$ cat src/sv/dtrrd_pkg.sv
`default_nettype none
package dtrrd_pkg;

  localparam int unsigned RING_ENTRIES = 64;
  localparam int unsigned DEPTH_W      = 16;
  localparam int unsigned RECORD_W     = 64;
  localparam int unsigned THR_W        = 15;
  localparam int unsigned CFG_IDX_W    = 1;

  localparam logic [THR_W-1:0] SUBMERGE_RESET = 15'd100;
  localparam logic [THR_W-1:0] SURFACE_RESET  = 15'd50;

  typedef enum logic [CFG_IDX_W-1:0] {
    REG_SUBMERGE = 1'b0,
    REG_SURFACE  = 1'b1
  } cfg_reg_t;

  typedef enum logic {
    ST_IDLE,
    ST_DUMP
  } dump_state_t;

  typedef struct packed {
    logic signed [DEPTH_W-1:0] depth_cm;
    logic [RECORD_W-1:0]       record_word;
  } sample_t;

  typedef struct packed {
    logic signed [DEPTH_W-1:0] out_depth_cm;
    logic [RECORD_W-1:0]       out_record;
    logic                      last_of_dump;
  } dump_item_t;

  typedef struct packed {
    logic signed [DEPTH_W-1:0] depth;
    logic [RECORD_W-1:0]       record;
  } ring_entry_t;

endpackage
`default_nettype wire

$ cat src/sv/dtrrd_ctrl.sv
`default_nettype none
module dtrrd_ctrl #(
  parameter int unsigned ENTRIES = dtrrd_pkg::RING_ENTRIES
) (
  input  logic                                  clk,
  input  logic                                  rst,
  input  logic                                  sample_valid,
  output logic                                  sample_stall,
  input  logic signed [dtrrd_pkg::DEPTH_W-1:0]  sample_depth,
  input  logic                                  cfg_valid,
  output logic                                  cfg_ready,
  input  logic [dtrrd_pkg::CFG_IDX_W-1:0]       cfg_index,
  input  logic [dtrrd_pkg::THR_W-1:0]           cfg_data,
  output logic                                  dump_valid,
  input  logic                                  dump_stall,
  output logic                                  dump_last,
  output logic                                  wr_en,
  output logic [$clog2(ENTRIES)-1:0]            wr_addr,
  output logic                                  rd_en,
  output logic [$clog2(ENTRIES)-1:0]            rd_addr
);
  import dtrrd_pkg::*;

  localparam int unsigned ADDR_W = $clog2(ENTRIES);
  localparam int unsigned CNT_W  = $clog2(ENTRIES + 1);
  localparam logic [ADDR_W-1:0] ADDR_LAST = ADDR_W'(ENTRIES - 1);
  localparam logic [CNT_W-1:0]  CNT_FULL  = CNT_W'(ENTRIES);

  dump_state_t state, state_next;

  logic [THR_W-1:0]          submerge_thr;
  logic [THR_W-1:0]          surface_thr;
  logic [ADDR_W-1:0]         wp, wp_next;
  logic [CNT_W-1:0]          fill, fill_next;
  logic                      was_sub, was_sub_next;
  logic signed [DEPTH_W-1:0] prev_depth;
  logic [ADDR_W-1:0]         rd_ptr, rd_ptr_next;
  logic [CNT_W-1:0]          remain, remain_next;
  logic                      dump_valid_next;
  logic                      dump_last_next;

  logic                      accept;
  logic                      trigger;
  logic                      slot_free;
  logic [ADDR_W-1:0]         wp_inc;
  logic [CNT_W-1:0]          fill_inc;
  logic [CNT_W-1:0]          wp_ext;
  logic [ADDR_W-1:0]         start;
  logic signed [DEPTH_W-1:0] sub_s;
  logic signed [DEPTH_W-1:0] surf_s;
  logic                      sub_hit;

  assign cfg_ready = 1'b1;
  assign accept    = sample_valid && !sample_stall;
  assign slot_free = !dump_valid || !dump_stall;

  assign sub_s  = {1'b0, submerge_thr};
  assign surf_s = {1'b0, surface_thr};

  assign wp_inc   = (wp == ADDR_LAST) ? '0 : wp + 1'b1;
  assign fill_inc = (fill == CNT_FULL) ? fill : fill + 1'b1;
  assign wp_ext   = CNT_W'(wp_inc);
  assign start    = (wp_ext >= fill_inc) ? ADDR_W'(wp_ext - fill_inc)
                                         : ADDR_W'(wp_ext + CNT_FULL - fill_inc);
  assign sub_hit  = was_sub || (sample_depth >= sub_s);
  assign trigger  = sub_hit && (sample_depth < surf_s) && (prev_depth >= surf_s);

  always_comb begin
    state_next = state;
    unique case (state)
      ST_IDLE: begin
        if (accept && trigger) begin
          state_next = ST_DUMP;
        end
      end
      ST_DUMP: begin
        if (slot_free && remain == CNT_W'(1)) begin
          state_next = ST_IDLE;
        end
      end
      default: state_next = ST_IDLE;
    endcase
  end

  always_comb begin
    sample_stall = 1'b1;
    rd_en        = 1'b0;
    unique case (state)
      ST_IDLE: sample_stall = 1'b0;
      ST_DUMP: rd_en = slot_free;
      default: sample_stall = 1'b1;
    endcase
  end

  assign wr_en   = accept;
  assign wr_addr = wp;
  assign rd_addr = rd_ptr;

  always_comb begin
    wp_next      = wp;
    fill_next    = fill;
    was_sub_next = was_sub;
    rd_ptr_next  = rd_ptr;
    remain_next  = remain;
    if (accept) begin
      if (trigger) begin
        wp_next      = '0;
        fill_next    = '0;
        was_sub_next = 1'b0;
        rd_ptr_next  = start;
        remain_next  = fill_inc;
      end else begin
        wp_next      = wp_inc;
        fill_next    = fill_inc;
        was_sub_next = sub_hit;
      end
    end else if (rd_en) begin
      rd_ptr_next = (rd_ptr == ADDR_LAST) ? '0 : rd_ptr + 1'b1;
      remain_next = remain - 1'b1;
    end
  end

  always_comb begin
    dump_last_next  = dump_last;
    dump_valid_next = dump_valid && dump_stall;
    if (rd_en) begin
      dump_valid_next = 1'b1;
      dump_last_next  = (remain == CNT_W'(1));
    end
  end

  always_ff @(posedge clk) begin
    if (rst) begin
      state        <= ST_IDLE;
      submerge_thr <= SUBMERGE_RESET;
      surface_thr  <= SURFACE_RESET;
      wp           <= '0;
      fill         <= '0;
      was_sub      <= 1'b0;
      prev_depth   <= '0;
      rd_ptr       <= '0;
      remain       <= '0;
      dump_valid   <= 1'b0;
      dump_last    <= 1'b0;
    end else begin
      state      <= state_next;
      wp         <= wp_next;
      fill       <= fill_next;
      was_sub    <= was_sub_next;
      rd_ptr     <= rd_ptr_next;
      remain     <= remain_next;
      dump_valid <= dump_valid_next;
      dump_last  <= dump_last_next;
      if (accept) begin
        prev_depth <= sample_depth;
      end
      if (cfg_valid && cfg_ready) begin
        unique case (cfg_reg_t'(cfg_index))
          REG_SUBMERGE: submerge_thr <= cfg_data;
          REG_SURFACE:  surface_thr  <= cfg_data;
          default: ;
        endcase
      end
    end
  end

endmodule
`default_nettype wire

$ cat config.mk
export PLATFORM = sky130hd
export DESIGN_NAME = dtrrd_ctrl
export DESIGN_NICKNAME = d
export VERILOG_FILES = /design/src/sv/dtrrd_pkg.sv /design/src/sv/dtrrd_ctrl.sv
export SDC_FILE = /design/constraint.sdc
export NUM_CORES = 1
export LEC_CHECK = 0
export BUFFER_PORTS_ARGS = -buffer_cell sky130_fd_sc_hd__buf_2
export CAP_MARGIN = 0
export CORE_MARGIN = 2
export CORE_UTILIZATION = 47
export CTS_BUF_LIST = sky130_fd_sc_hd__clkbuf_16
export CTS_CLUSTER_DIAMETER = 80
export CTS_CLUSTER_SIZE = 20
export DETAILED_ROUTE_END_ITERATION = 12
export HOLD_SLACK_MARGIN = 0.1
export PLACE_DENSITY_LB_ADDON = 0.3
export SLEW_MARGIN = 20
export SYNTH_ARGS = -nofsm -noshare
export SYNTH_HDL_FRONTEND = slang
export SYNTH_SLANG_ARGS = --single-unit
$ cat constraint.sdc
create_clock -name clk -period 2.6 [get_ports clk]
set_input_delay 0.39 -clock clk [delete_from_list [all_inputs] [get_ports clk]]
set_output_delay 0.39 -clock clk [all_outputs]
set_load 0.01 [all_outputs]
# Yosys cells after proc, flatten, opt, wreduce, memory -nomap -nowiden
# Index checks and enable logic that the tools add are counted.
[word_totals]
ff_bits = 76
in_bits = 37
out_inout_bits = 18
word_cells = 62
[classes]
add_sub_neg = 7
order_cmp = 4
eq_ne = 5
mux = 19
bitwise = 2
reduce_logical = 14
[op_table]
columns = ["op", "n"]
rows = [
  ["6-bit 2-to-1 mux", 7],
  ["7-bit 2-to-1 mux", 5],
  ["16-bit >= comparator", 2],
  ["6-bit by 1-bit adder with 6-bit output, second input constant", 3],
  ["16-bit < comparator", 1],
  ["6-bit == test, second input constant", 2],
  ["6-bit subtractor", 2],
  ["7-bit by 1-bit adder with 7-bit output, second input constant", 1],
  ["7-bit by 1-bit == test with 1-bit output, second input constant", 1],
  ["7-bit == test, second input constant", 1],
  ["6-bit by 7-bit >= comparator with 1-bit output", 1],
  ["7-bit by 1-bit subtractor with 7-bit output, second input constant", 1],
  ["1-bit logical AND", 6],
  ["1-bit 2-to-1 mux", 6],
  ["2-bit AND reduction", 3],
  ["1-bit logical NOT", 2],
  ["1-bit logical OR", 2],
  ["2-bit != test, second input constant", 1],
  ["1-bit inverter", 2],
  ["1-bit one-hot mux with 2 select lines", 1],
  ["2-bit nonzero test", 1],
]

# Depth between registers and ports, before layout
# Gate-level depths: netlist of run 1.
[logic_depth]
ltp_word = 7
depth_mapped = 13
depth_no_buf = 13

# Worst setup path before layout of run 1
# Ideal clock, no wire load.
[synth_path]
path_kind = "flip-flop to flip-flop"
startpoint = "register wp[0] (netlist: wr_addr[0])"
endpoint = "register rd_ptr[5] (netlist: rd_addr[5])"
setup_time_ps = 86
t_arrival_ps = 2529
required_ps = 2514
path_slack_ps = -16
path_stages_with_launch = 12
n_path_buf = 0
synth_period_minus_slack_ps = 2616
path_cell_list = "dfxtp_1 > ha_1 > nand3_1 > nor2_1 > nor2_1 > ha_1 > and2_1 > a311o_1 > a21oi_1 > xnor2_1 > a21oi_1 > a221oi_2"
[synth_between]
elab_chain_len = 7
word_cells_on_any_way = 10
classes_between = "add/sub: 4; order compare: 1; eq/ne: 1; mux: 4"
[synth_rtl]
columns = ["element", "line_no", "rtl"]
rows = [
  ["from (decl)", "dtrrd_ctrl.sv:33", "logic [ADDR_W-1:0] wp, wp_next;"],
  ["from (signal assigned)", "dtrrd_ctrl.sv:147", "wp <= wp_next;"],
  ["6-bit by 1-bit adder with 6-bit output or 6-bit == test (tied branches)", "dtrrd_ctrl.sv:60", "assign wp_inc = (wp == ADDR_LAST) ? '0 : wp + 1'b1;"],
  ["6-bit 2-to-1 mux (*)", "dtrrd_ctrl.sv:60", ""],
  ["6-bit by 1-bit adder with 6-bit output", "dtrrd_ctrl.sv:64", ": ADDR_W'(wp_ext + CNT_FULL - fill_inc);"],
  ["6-bit subtractor", "dtrrd_ctrl.sv:64", ""],
  ["6-bit 2-to-1 mux (*)", "dtrrd_ctrl.sv:63", "assign start = (wp_ext >= fill_inc) ? ADDR_W'(wp_ext - fill_inc)"],
  ["6-bit 2-to-1 mux (*)", "dtrrd_ctrl.sv:106", "if (trigger) begin"],
  ["6-bit 2-to-1 mux (*)", "dtrrd_ctrl.sv:105", "if (accept) begin"],
  ["to (signal assigned)", "dtrrd_ctrl.sv:150", "rd_ptr <= rd_ptr_next;"],
  ["to (decl)", "dtrrd_ctrl.sv:37", "logic [ADDR_W-1:0] rd_ptr, rd_ptr_next;"],
]
# Every way passes the cells marked *; elsewhere a longest branch is shown, timed or not. The select of a mux whose other input is x is not followed.
# A chain may end at the register's enable or synchronous reset.

# Worst setup path after layout of run 1
[layout_path]
startpoint = "register fill[1]"
endpoint = "register rd_ptr[5] (netlist: rd_addr[5])"
[layout_between]
elab_chain_len = 6
word_cells_on_any_way = 9
classes_between = "add/sub: 3; order compare: 1; eq/ne: 1; mux: 4"
[layout_rtl]
columns = ["element", "line_no", "rtl"]
rows = [
  ["from (decl)", "dtrrd_ctrl.sv:34", "logic [CNT_W-1:0] fill, fill_next;"],
  ["from (signal assigned)", "dtrrd_ctrl.sv:148", "fill <= fill_next;"],
  ["7-bit by 1-bit adder with 7-bit output or 7-bit == test (tied branches)", "dtrrd_ctrl.sv:61", "assign fill_inc = (fill == CNT_FULL) ? fill : fill + 1'b1;"],
  ["7-bit 2-to-1 mux (*)", "dtrrd_ctrl.sv:61", ""],
  ["6-bit subtractor, or another cell as far along", "dtrrd_ctrl.sv:64", ""],
  ["6-bit 2-to-1 mux (*)", "dtrrd_ctrl.sv:63", ""],
  ["6-bit 2-to-1 mux (*)", "dtrrd_ctrl.sv:106", ""],
  ["6-bit 2-to-1 mux (*)", "dtrrd_ctrl.sv:105", ""],
]
# Marks and branches as above.

==> results of run 1 <==
-- power breakdown --
group / total, mW / internal [mW] / switching, mW
clock: 1.44 / 0.934 / 0.510
sequential: 1.29 / 1.24 / 0.0546
combinational: 0.820 / 0.364 / 0.456
-- registers in the layout, indices dropped and copies added (netlist names) --
register	cells
prev_depth	16
surface_thr	15
dump_last	1
state	1
fill	7
dump_valid	1
wr_addr	6
remain	7
rd_addr	6
was_sub	1
submerge_thr	15
-- area by class of cell --
class                           instances  area, um^2  area share
Tap cell                              133         166      0.0288
Inverter                               45         169      0.0293
Timing Repair Buffer                   90         567      0.0982
Multi-Input combinational cell        445        3000       0.519
Clock inverter                          7         115      0.0199
Sequential cell                        76        1530       0.266
Clock buffer                            9         225      0.0390
-- how the worst min path moves through the flow --
stage | start | to | slack, ns
after global placement | surface_thr[6] | surface_thr[6] | 0.44
after CTS | cfg_data[2] | submerge_thr[2] | 0.27
after global routing | cfg_data[5] | submerge_thr[5] | 0.27
after floorplan | prev_depth[0] | prev_depth[0] | 0.44
after detailed placement | surface_thr[14] | surface_thr[14] | 0.45
final | cfg_data[2] | submerge_thr[2] | 0.28
-- repair_timing --
item,in CTS,in global routing
buffers inserted,0,3
gates cloned,0,1
pin swaps,7,30
setup endpoints to repair,5,18
resized for setup,7,40
-- routing by layer --
layer  wire length (um)  vias to the layer above
li1                   -                     2211
met1               5450                     2095
met2               6060                       94
met3                453                       21
met4                227                        0
met5                  0                        -
-- cell usage after synthesis (3+ instances only) --
master      n  share of area
a211o_1     6          0.011
a211oi_1    4         0.0064
a21oi_1    83          0.089
a221oi_2    3         0.0097
a22oi_1     5         0.0081
a31oi_1     5         0.0067
and2_1      4         0.0054
buf_1       3         0.0024
buf_4       4         0.0064
clkbuf_1   19          0.015
dfxtp_1    76           0.33
ha_1       55           0.15
inv_1      44          0.035
nand2_1   116          0.093
nand2b_1   11          0.015
nand3_1    24          0.026
nand3b_1    5         0.0081
nand4_1     5         0.0067
nor2_1     35          0.028
nor2b_1     3         0.0040
nor3_1      4         0.0043
o211ai_1    6         0.0097
o21a_1      3         0.0048
o21ai_0    13          0.014
o22ai_1     3         0.0040
xnor2_1     7          0.013
xor2_1      7          0.013
-- kinds of logic after synthesis --
kind of cell | Yosys count
compound gates | 152
xor+xnor | 14
fa+ha+maj | 56
buf+inv | 75
flops | 76
mux | 2
other cells | 1
simple gates | 220
-- worst reg2reg max path: cells and delay by family (launching register included) --
family                     cells  cell delay [ns]
DFF                            1             0.32
buffers and inverters          2             0.10
adders and majority gates      2             0.34
and+or+nand+nor                2             0.36
xor gates and xnor gates       2             0.35
AOI/OAI and AO/OA              5             0.99
-- cell usage in the layout, fill, tap and decap left out, types with 4 or more instances in the layout --
master / Yosys / final
buf_4: 4 / 33
o21ai_0: 13 / 12
a21oi_1: 83 / 77
nand2_1: 116 / 115
xnor2_1: 7 / 6
ha_4: 0 / 6
nor3_1: 4 / 4
buf_2: 1 / 53
nor2_1: 35 / 35
a31oi_1: 5 / 5
clkbuf_16: 0 / 9
o211ai_1: 6 / 6
dfxtp_2: 0 / 10
ha_1: 55 / 48
a21oi_2: 0 / 6
inv_1: 44 / 37
xor2_1: 7 / 7
inv_2: 0 / 7
a211oi_1: 4 / 4
nand2b_1: 11 / 9
dfxtp_1: 76 / 66
a22oi_1: 5 / 5
nand3b_1: 5 / 5
nand4_1: 5 / 5
nand3_1: 24 / 23
a211o_1: 6 / 6
and2_1: 4 / 4
-- per-stage QoR --
stage	total power [mW]	hold slack [ns]	instances	TNS, ns	util
after floorplan	1.82	0.436	596	0	-
after global placement	2.03	0.444	785	-0.317	0.538
after detailed placement	2.05	0.447	785	-0.963	0.538
after CTS	3.50	0.273	801	0	0.576
after global routing	3.72	0.272	805	-0.251	0.596
final	3.56	0.277	805	0	0.596
==> results.md, run 1 <==
* Initial antenna violation count at 0
* CP Buf/Inv Count at 2
* Ys Warns at 0
* Mapped cell area at 4660 um^2
* Fraction of layout cells with a size suffix above 1 at 0.229
* Setup repair after global routing missed its margin: true
* Register area share after synthesis at 0.326
* Die Y at 104 um
* Outcome: completed
* Gpl congestion at 0.872
* Leakage dissipation at 2.42 nW
* Ant diodes at 0
* Worst Tran Pin Value at 0.853 ns
* Final instance area at 5770 um^2
* Chip Width at 104 um
* FP Rows at 36
* Setup crit start: fill[1]
* CP max stage delay at 0.33 ns
* Critical Path RT at 2.85 ns
* CP arrival at 2.82 ns
* Top Ports at 55
* Mux cell area share after synthesis at 0.00429
* Cells on Worst Hold Path at 2
* Slew Limit Headroom at 0.430
* Post-Syn Area per Cell at 7.82 um^2
* Most used cell, CP: inv_2
* Buffers on Ports at 53
* Flop2flop setup slack at 0.03 ns
* Hold-fix buffers, CTS at 0
* Seq cells post-synth at 76
* Slew Limit Fails at 0
* Syn Nets at 689
* Vias in the first global route at 4,186
* TritonCTS clock tree: built
* CP Launch Type: flop
* Nets at 760
* Worst r2r dst: rd_addr[5]
* WS Path Type: flop to flop
* Post-synthesis simple-gate area fraction at 0.211
* TritonRoute pass-1 iters at 4
* Final Hold Fails at 0
* Post-DP HPWL at 8730 um
* Filler Cell Count at 848
* Skew final at 0.00614 ns
* Placed Area at 5210 um^2
* Initial Utilization at 0.481
* Post-Synth Adder-Cell Area at 0.152
* Worst-case reg-to-reg path depth at 13
* Max-capacitance violation count at 0
* DR DRC count at 0
* Die Area at 10,700 um^2
* Met2 GRT Util at 0.384
* Grt met3 use at 0.0422
* Routed Antenna Nets at 0
* Vias per std cell at 5.49
* First DRT Iteration DRCs at 184
* Hold WC Path Type: input pin to flop
* Peak VDD IR at 0.300 mV
* Clk_lat worst skew at 0.33 ns
* Critical Path Stages at 13
* Clock root cell: clkbuf_16
* Pre-CTS setup slack at -0.151 ns
* Xor-xnor portion of the synthesized cell area at 0.0263
* DR WL/cell at 15.1 um
* GR Util met1 at 0.278
* Asr flop ratio synth at 0
* Top FF cell, synth: dfxtp_1
* Period Utilization, post-route at 0.988
* Final worst slack at 0.0308 ns
* Setup violations, final at 0
* FMAX at 389 MHz
* Clock slew at reported path FFs at 0.06 ns
* Drt total wl at 12,200 um
* EDFF count, synth at 0
* Sink Count at 76
* Maximum net fanout on the critical path at 2
* Number of library cell types mapped by synthesis at 60
* Combinational family with the most area after synthesis: compound AO/OA/AOI/OAI gates
* H-tree depth at 3
* Via Count at 4,421
* CP Cell Sequence: inv_2 -> ha_4 -> nor4b_4 -> nand3b_1 -> xnor2_2 -> ha_2 -> inv_2 -> a21o_1 -> a311o_1 -> a21oi_2 -> xnor2_1 -> a21oi_1 -> a221oi_2
* Worst R2R Start: fill[1]
* CP Capture Type: flop
* P&R area growth vs syn at 23.8%
* Compound-Gate Fraction of Synth Area at 0.211
* Cells after synthesis at 596
* CTS buffer count at 9
* Core Footprint at 9680 um^2
* Critical Path Sink: rd_addr[5]
* Critical path's top delay family: compound AO/OA/AOI/OAI gates
* Gr ovfl total at 0
* Largest net degree at the start of global routing at 39
* Total track usage at 0.224
* Slowest cell on the critical path: a311o_1
* First-pass GRT wire length at 19,800 um
* Clk buf depth at 2
* Pwr dens at 616 nW/um^2
* Min cycle time layout at 2.57 ns
* Most crowded layer after global routing: met2
Power figures use the tool's default switching activity.
==> run 2: changes to the inputs <==
==> constraint.sdc (replaced) <==
create_clock -name clk -period 3.3 [get_ports clk]
set_input_delay 0.495 -clock clk [delete_from_list [all_inputs] [get_ports clk]]
set_output_delay 0.495 -clock clk [all_outputs]
set_load 0.01 [all_outputs]
==> results.md, run 2 (synthesis results as in run 1) <==
* Setup repair after global routing missed its margin: false
* Flop2flop setup slack at 0.42 ns (+0.39 ns)
* Leakage dissipation at 2.19 nW (-9.4%)
* GR Util met1 at 0.269 (-0.00956)
* Hold WC Path Type: input pin to flop
* WHS Endpoint: submerge_thr[5]
* Clk_lat worst skew at 0.34 ns (about the same)
* Max FFs per register at 16 (unchanged)
* Placed Area at 5010 um^2 (-3.8%)
* Initial Utilization at 0.481 (unchanged)
* Most frequent cells in the layout: 116 x nand2_1, 83 x a21oi_1, 76 x dfxtp_1, 55 x ha_1, 53 x buf_2
* TritonCTS clock tree: built
* DR DRC count at 0 (unchanged)
* Die Area at 10,700 um^2 (unchanged)
* Max-capacitance violation count at 0 (unchanged)
* CP Launch Type: flop
* Drt total wl at 11,300 um (-7.5%)
* H-tree depth at 3 (unchanged)
* Chip Width at 104 um (unchanged)
* Most crowded layer after global routing: met2
* Post-DP HPWL at 8330 um (-4.6%)
* Nets at 730 (-3.9%)
* Die Y at 104 um (unchanged)
* First DRT Iteration DRCs at 142 (-23%)
* Slew Limit Headroom at 0.363 (-0.0671)
* Vias in the first global route at 4,125 (-1.5%)
* TritonRoute pass-1 iters at 5 (+1)
* Top Ports at 55 (unchanged)
* Hold-fix buffers, CTS at 0 (unchanged)
* Worst R2R Start: wr_addr[0]
* Gpl congestion at 0.883 (+1.3%)
* Clk buf depth at 2 (unchanged)
* DR WL/cell at 14.6 um (-3.8%)
* Gr ovfl total at 0 (unchanged)
* CTS buffer count at 9 (unchanged)
* FMAX at 347 MHz (-11%)
* Post-CTS sizing at 0 (-7)
* Maximum net fanout on the critical path at 8 (+6)
* Buffers on Ports at 53 (unchanged)
* Outcome: completed
* CP arrival at 3.13 ns (+0.31 ns)
* Postcts setup bufs at 0 (unchanged)
* Routed Antenna Nets at 0 (unchanged)
* Skew final at 0.00517 ns (-0.000963 ns)
* WS Path Type: flop to flop
* Met2 GRT Util at 0.375 (-0.00851)
* Largest registers: prev_depth (16), submerge_thr (15), surface_thr (15)
* Vias per std cell at 5.54 (+0.85%)
* Worst-case reg-to-reg path depth at 11 (-2)
* P&R area growth vs syn at 12.9%
* Period Utilization, post-route at 0.872 (-0.116)
* Setup TNS Final at 0 ns (unchanged)
* Largest net degree at the start of global routing at 59 (+51%)
* Cells on Worst Hold Path at 2 (unchanged)
* Total track usage at 0.219 (-0.00535)
* Leading cell type in the layout, fill and taps excluded: nand2_1
* Hold path startpoint: cfg_data[5]
* Largest Register: prev_depth
* Slew Limit Fails at 0 (unchanged)
* Ant diodes at 0 (unchanged)
* Clock slew at reported path FFs at 0.06 ns (about the same)
* Grt met3 use at 0.0560 (+0.0138)
* Worst Tran Pin Value at 0.956 ns (+0.102 ns)
* CP Capture Type: flop
* Via Count at 4,287 (-3.0%)
* Initial antenna violation count at 0 (unchanged)
* Pwr dens at 461 nW/um^2 (-25%)
* Peak VDD IR at 0.219 mV (-27%)
* Final Hold Fails at 0 (unchanged)
* Critical Path RT at 3.55 ns (+0.70 ns)
* Core Footprint at 9680 um^2 (unchanged)
* Sink Count at 76 (unchanged)
* Clock root cell: clkbuf_16
* Setup violations, final at 0 (unchanged)
* Worst r2r dst: rd_addr[5]
* Final instance area at 5260 um^2 (-8.8%)
* Min cycle time layout at 2.88 ns (+0.309 ns)
* First-pass GRT wire length at 19,300 um (-2.6%)
* Fraction of layout cells with a size suffix above 1 at 0.126 (-0.103)
* FP Rows at 36 (unchanged)
run 2: worst max path at each step:
stage	from	endpoint	slack (ns)	cells after the start
after detailed placement	sample_depth[10]	wr_addr[4]	0.31	10
final	wr_addr[0]	rd_addr[5]	0.42	11
after global placement	sample_depth[10]	wr_addr[4]	0.38	10
after floorplan	wr_addr[0]	rd_addr[5]	0.68	11
after global routing	wr_addr[0]	rd_addr[5]	0.21	11
after CTS	wr_addr[0]	rd_addr[5]	0.42	11
run 2: where the power goes:
group	leakage [nW]	switching, mW	internal [mW]
clock network	0.133	0.369	0.491
logic	1.44	0.316	0.227
registers	0.621	0.0468	0.974
total	2.19	0.732	1.69
run 2: area by class of cell:
cell class | instances | area (um^2)
Clock buffer | 9 | 225
Clock inverter | 6 | 25.0
Fill cell | 922 | 4420
Inverter | 45 | 169
Multi-Input combinational cell | 445 | 2830
Sequential cell | 76 | 1520
Tap cell | 133 | 166
Timing Repair Buffer | 60 | 330
run 2: critical path, cell delays in order (launching register included):
cell and delay, ns:
dfxtp_1 0.45, ha_1 0.30, nand3_1 0.20, nor2_1 0.22, nor2_1 0.09, ha_1 0.35, and2_1 0.18, a311o_1 0.31
a21oi_1 0.19, xnor2_1 0.14, a21oi_1 0.10, a221oi_2 0.26
run 2: metal layers:
| layer | up-vias | share of wire |
|---|---|---|
| met1 | 2020 | 0.43 |
| met2 | 105 | 0.50 |
| li1 | 2145 | - |
| met3 | 17 | 0.049 |
| met4 | 0 | 0.017 |
| met5 | - | 0 |
run 2: stage by stage:
| stage | power (mW) | hold WS, ns | util | cells | setup WS (ns) |
|---|---|---|---|---|---|
| 3_5_place_dp | 1.58 | 0.451 | 0.518 | 759 | 0.312 |
| 3_3_place_gp | 1.56 | 0.443 | 0.518 | 759 | 0.382 |
| 2_1_floorplan | 1.43 | 0.436 | - | 596 | 0.684 |
| 6_report | 2.42 | 0.393 | 0.544 | 774 | 0.422 |
| 5_1_grt | 2.56 | 0.393 | 0.544 | 774 | 0.211 |
| 4_1_cts | 2.44 | 0.388 | 0.544 | 774 | 0.424 |
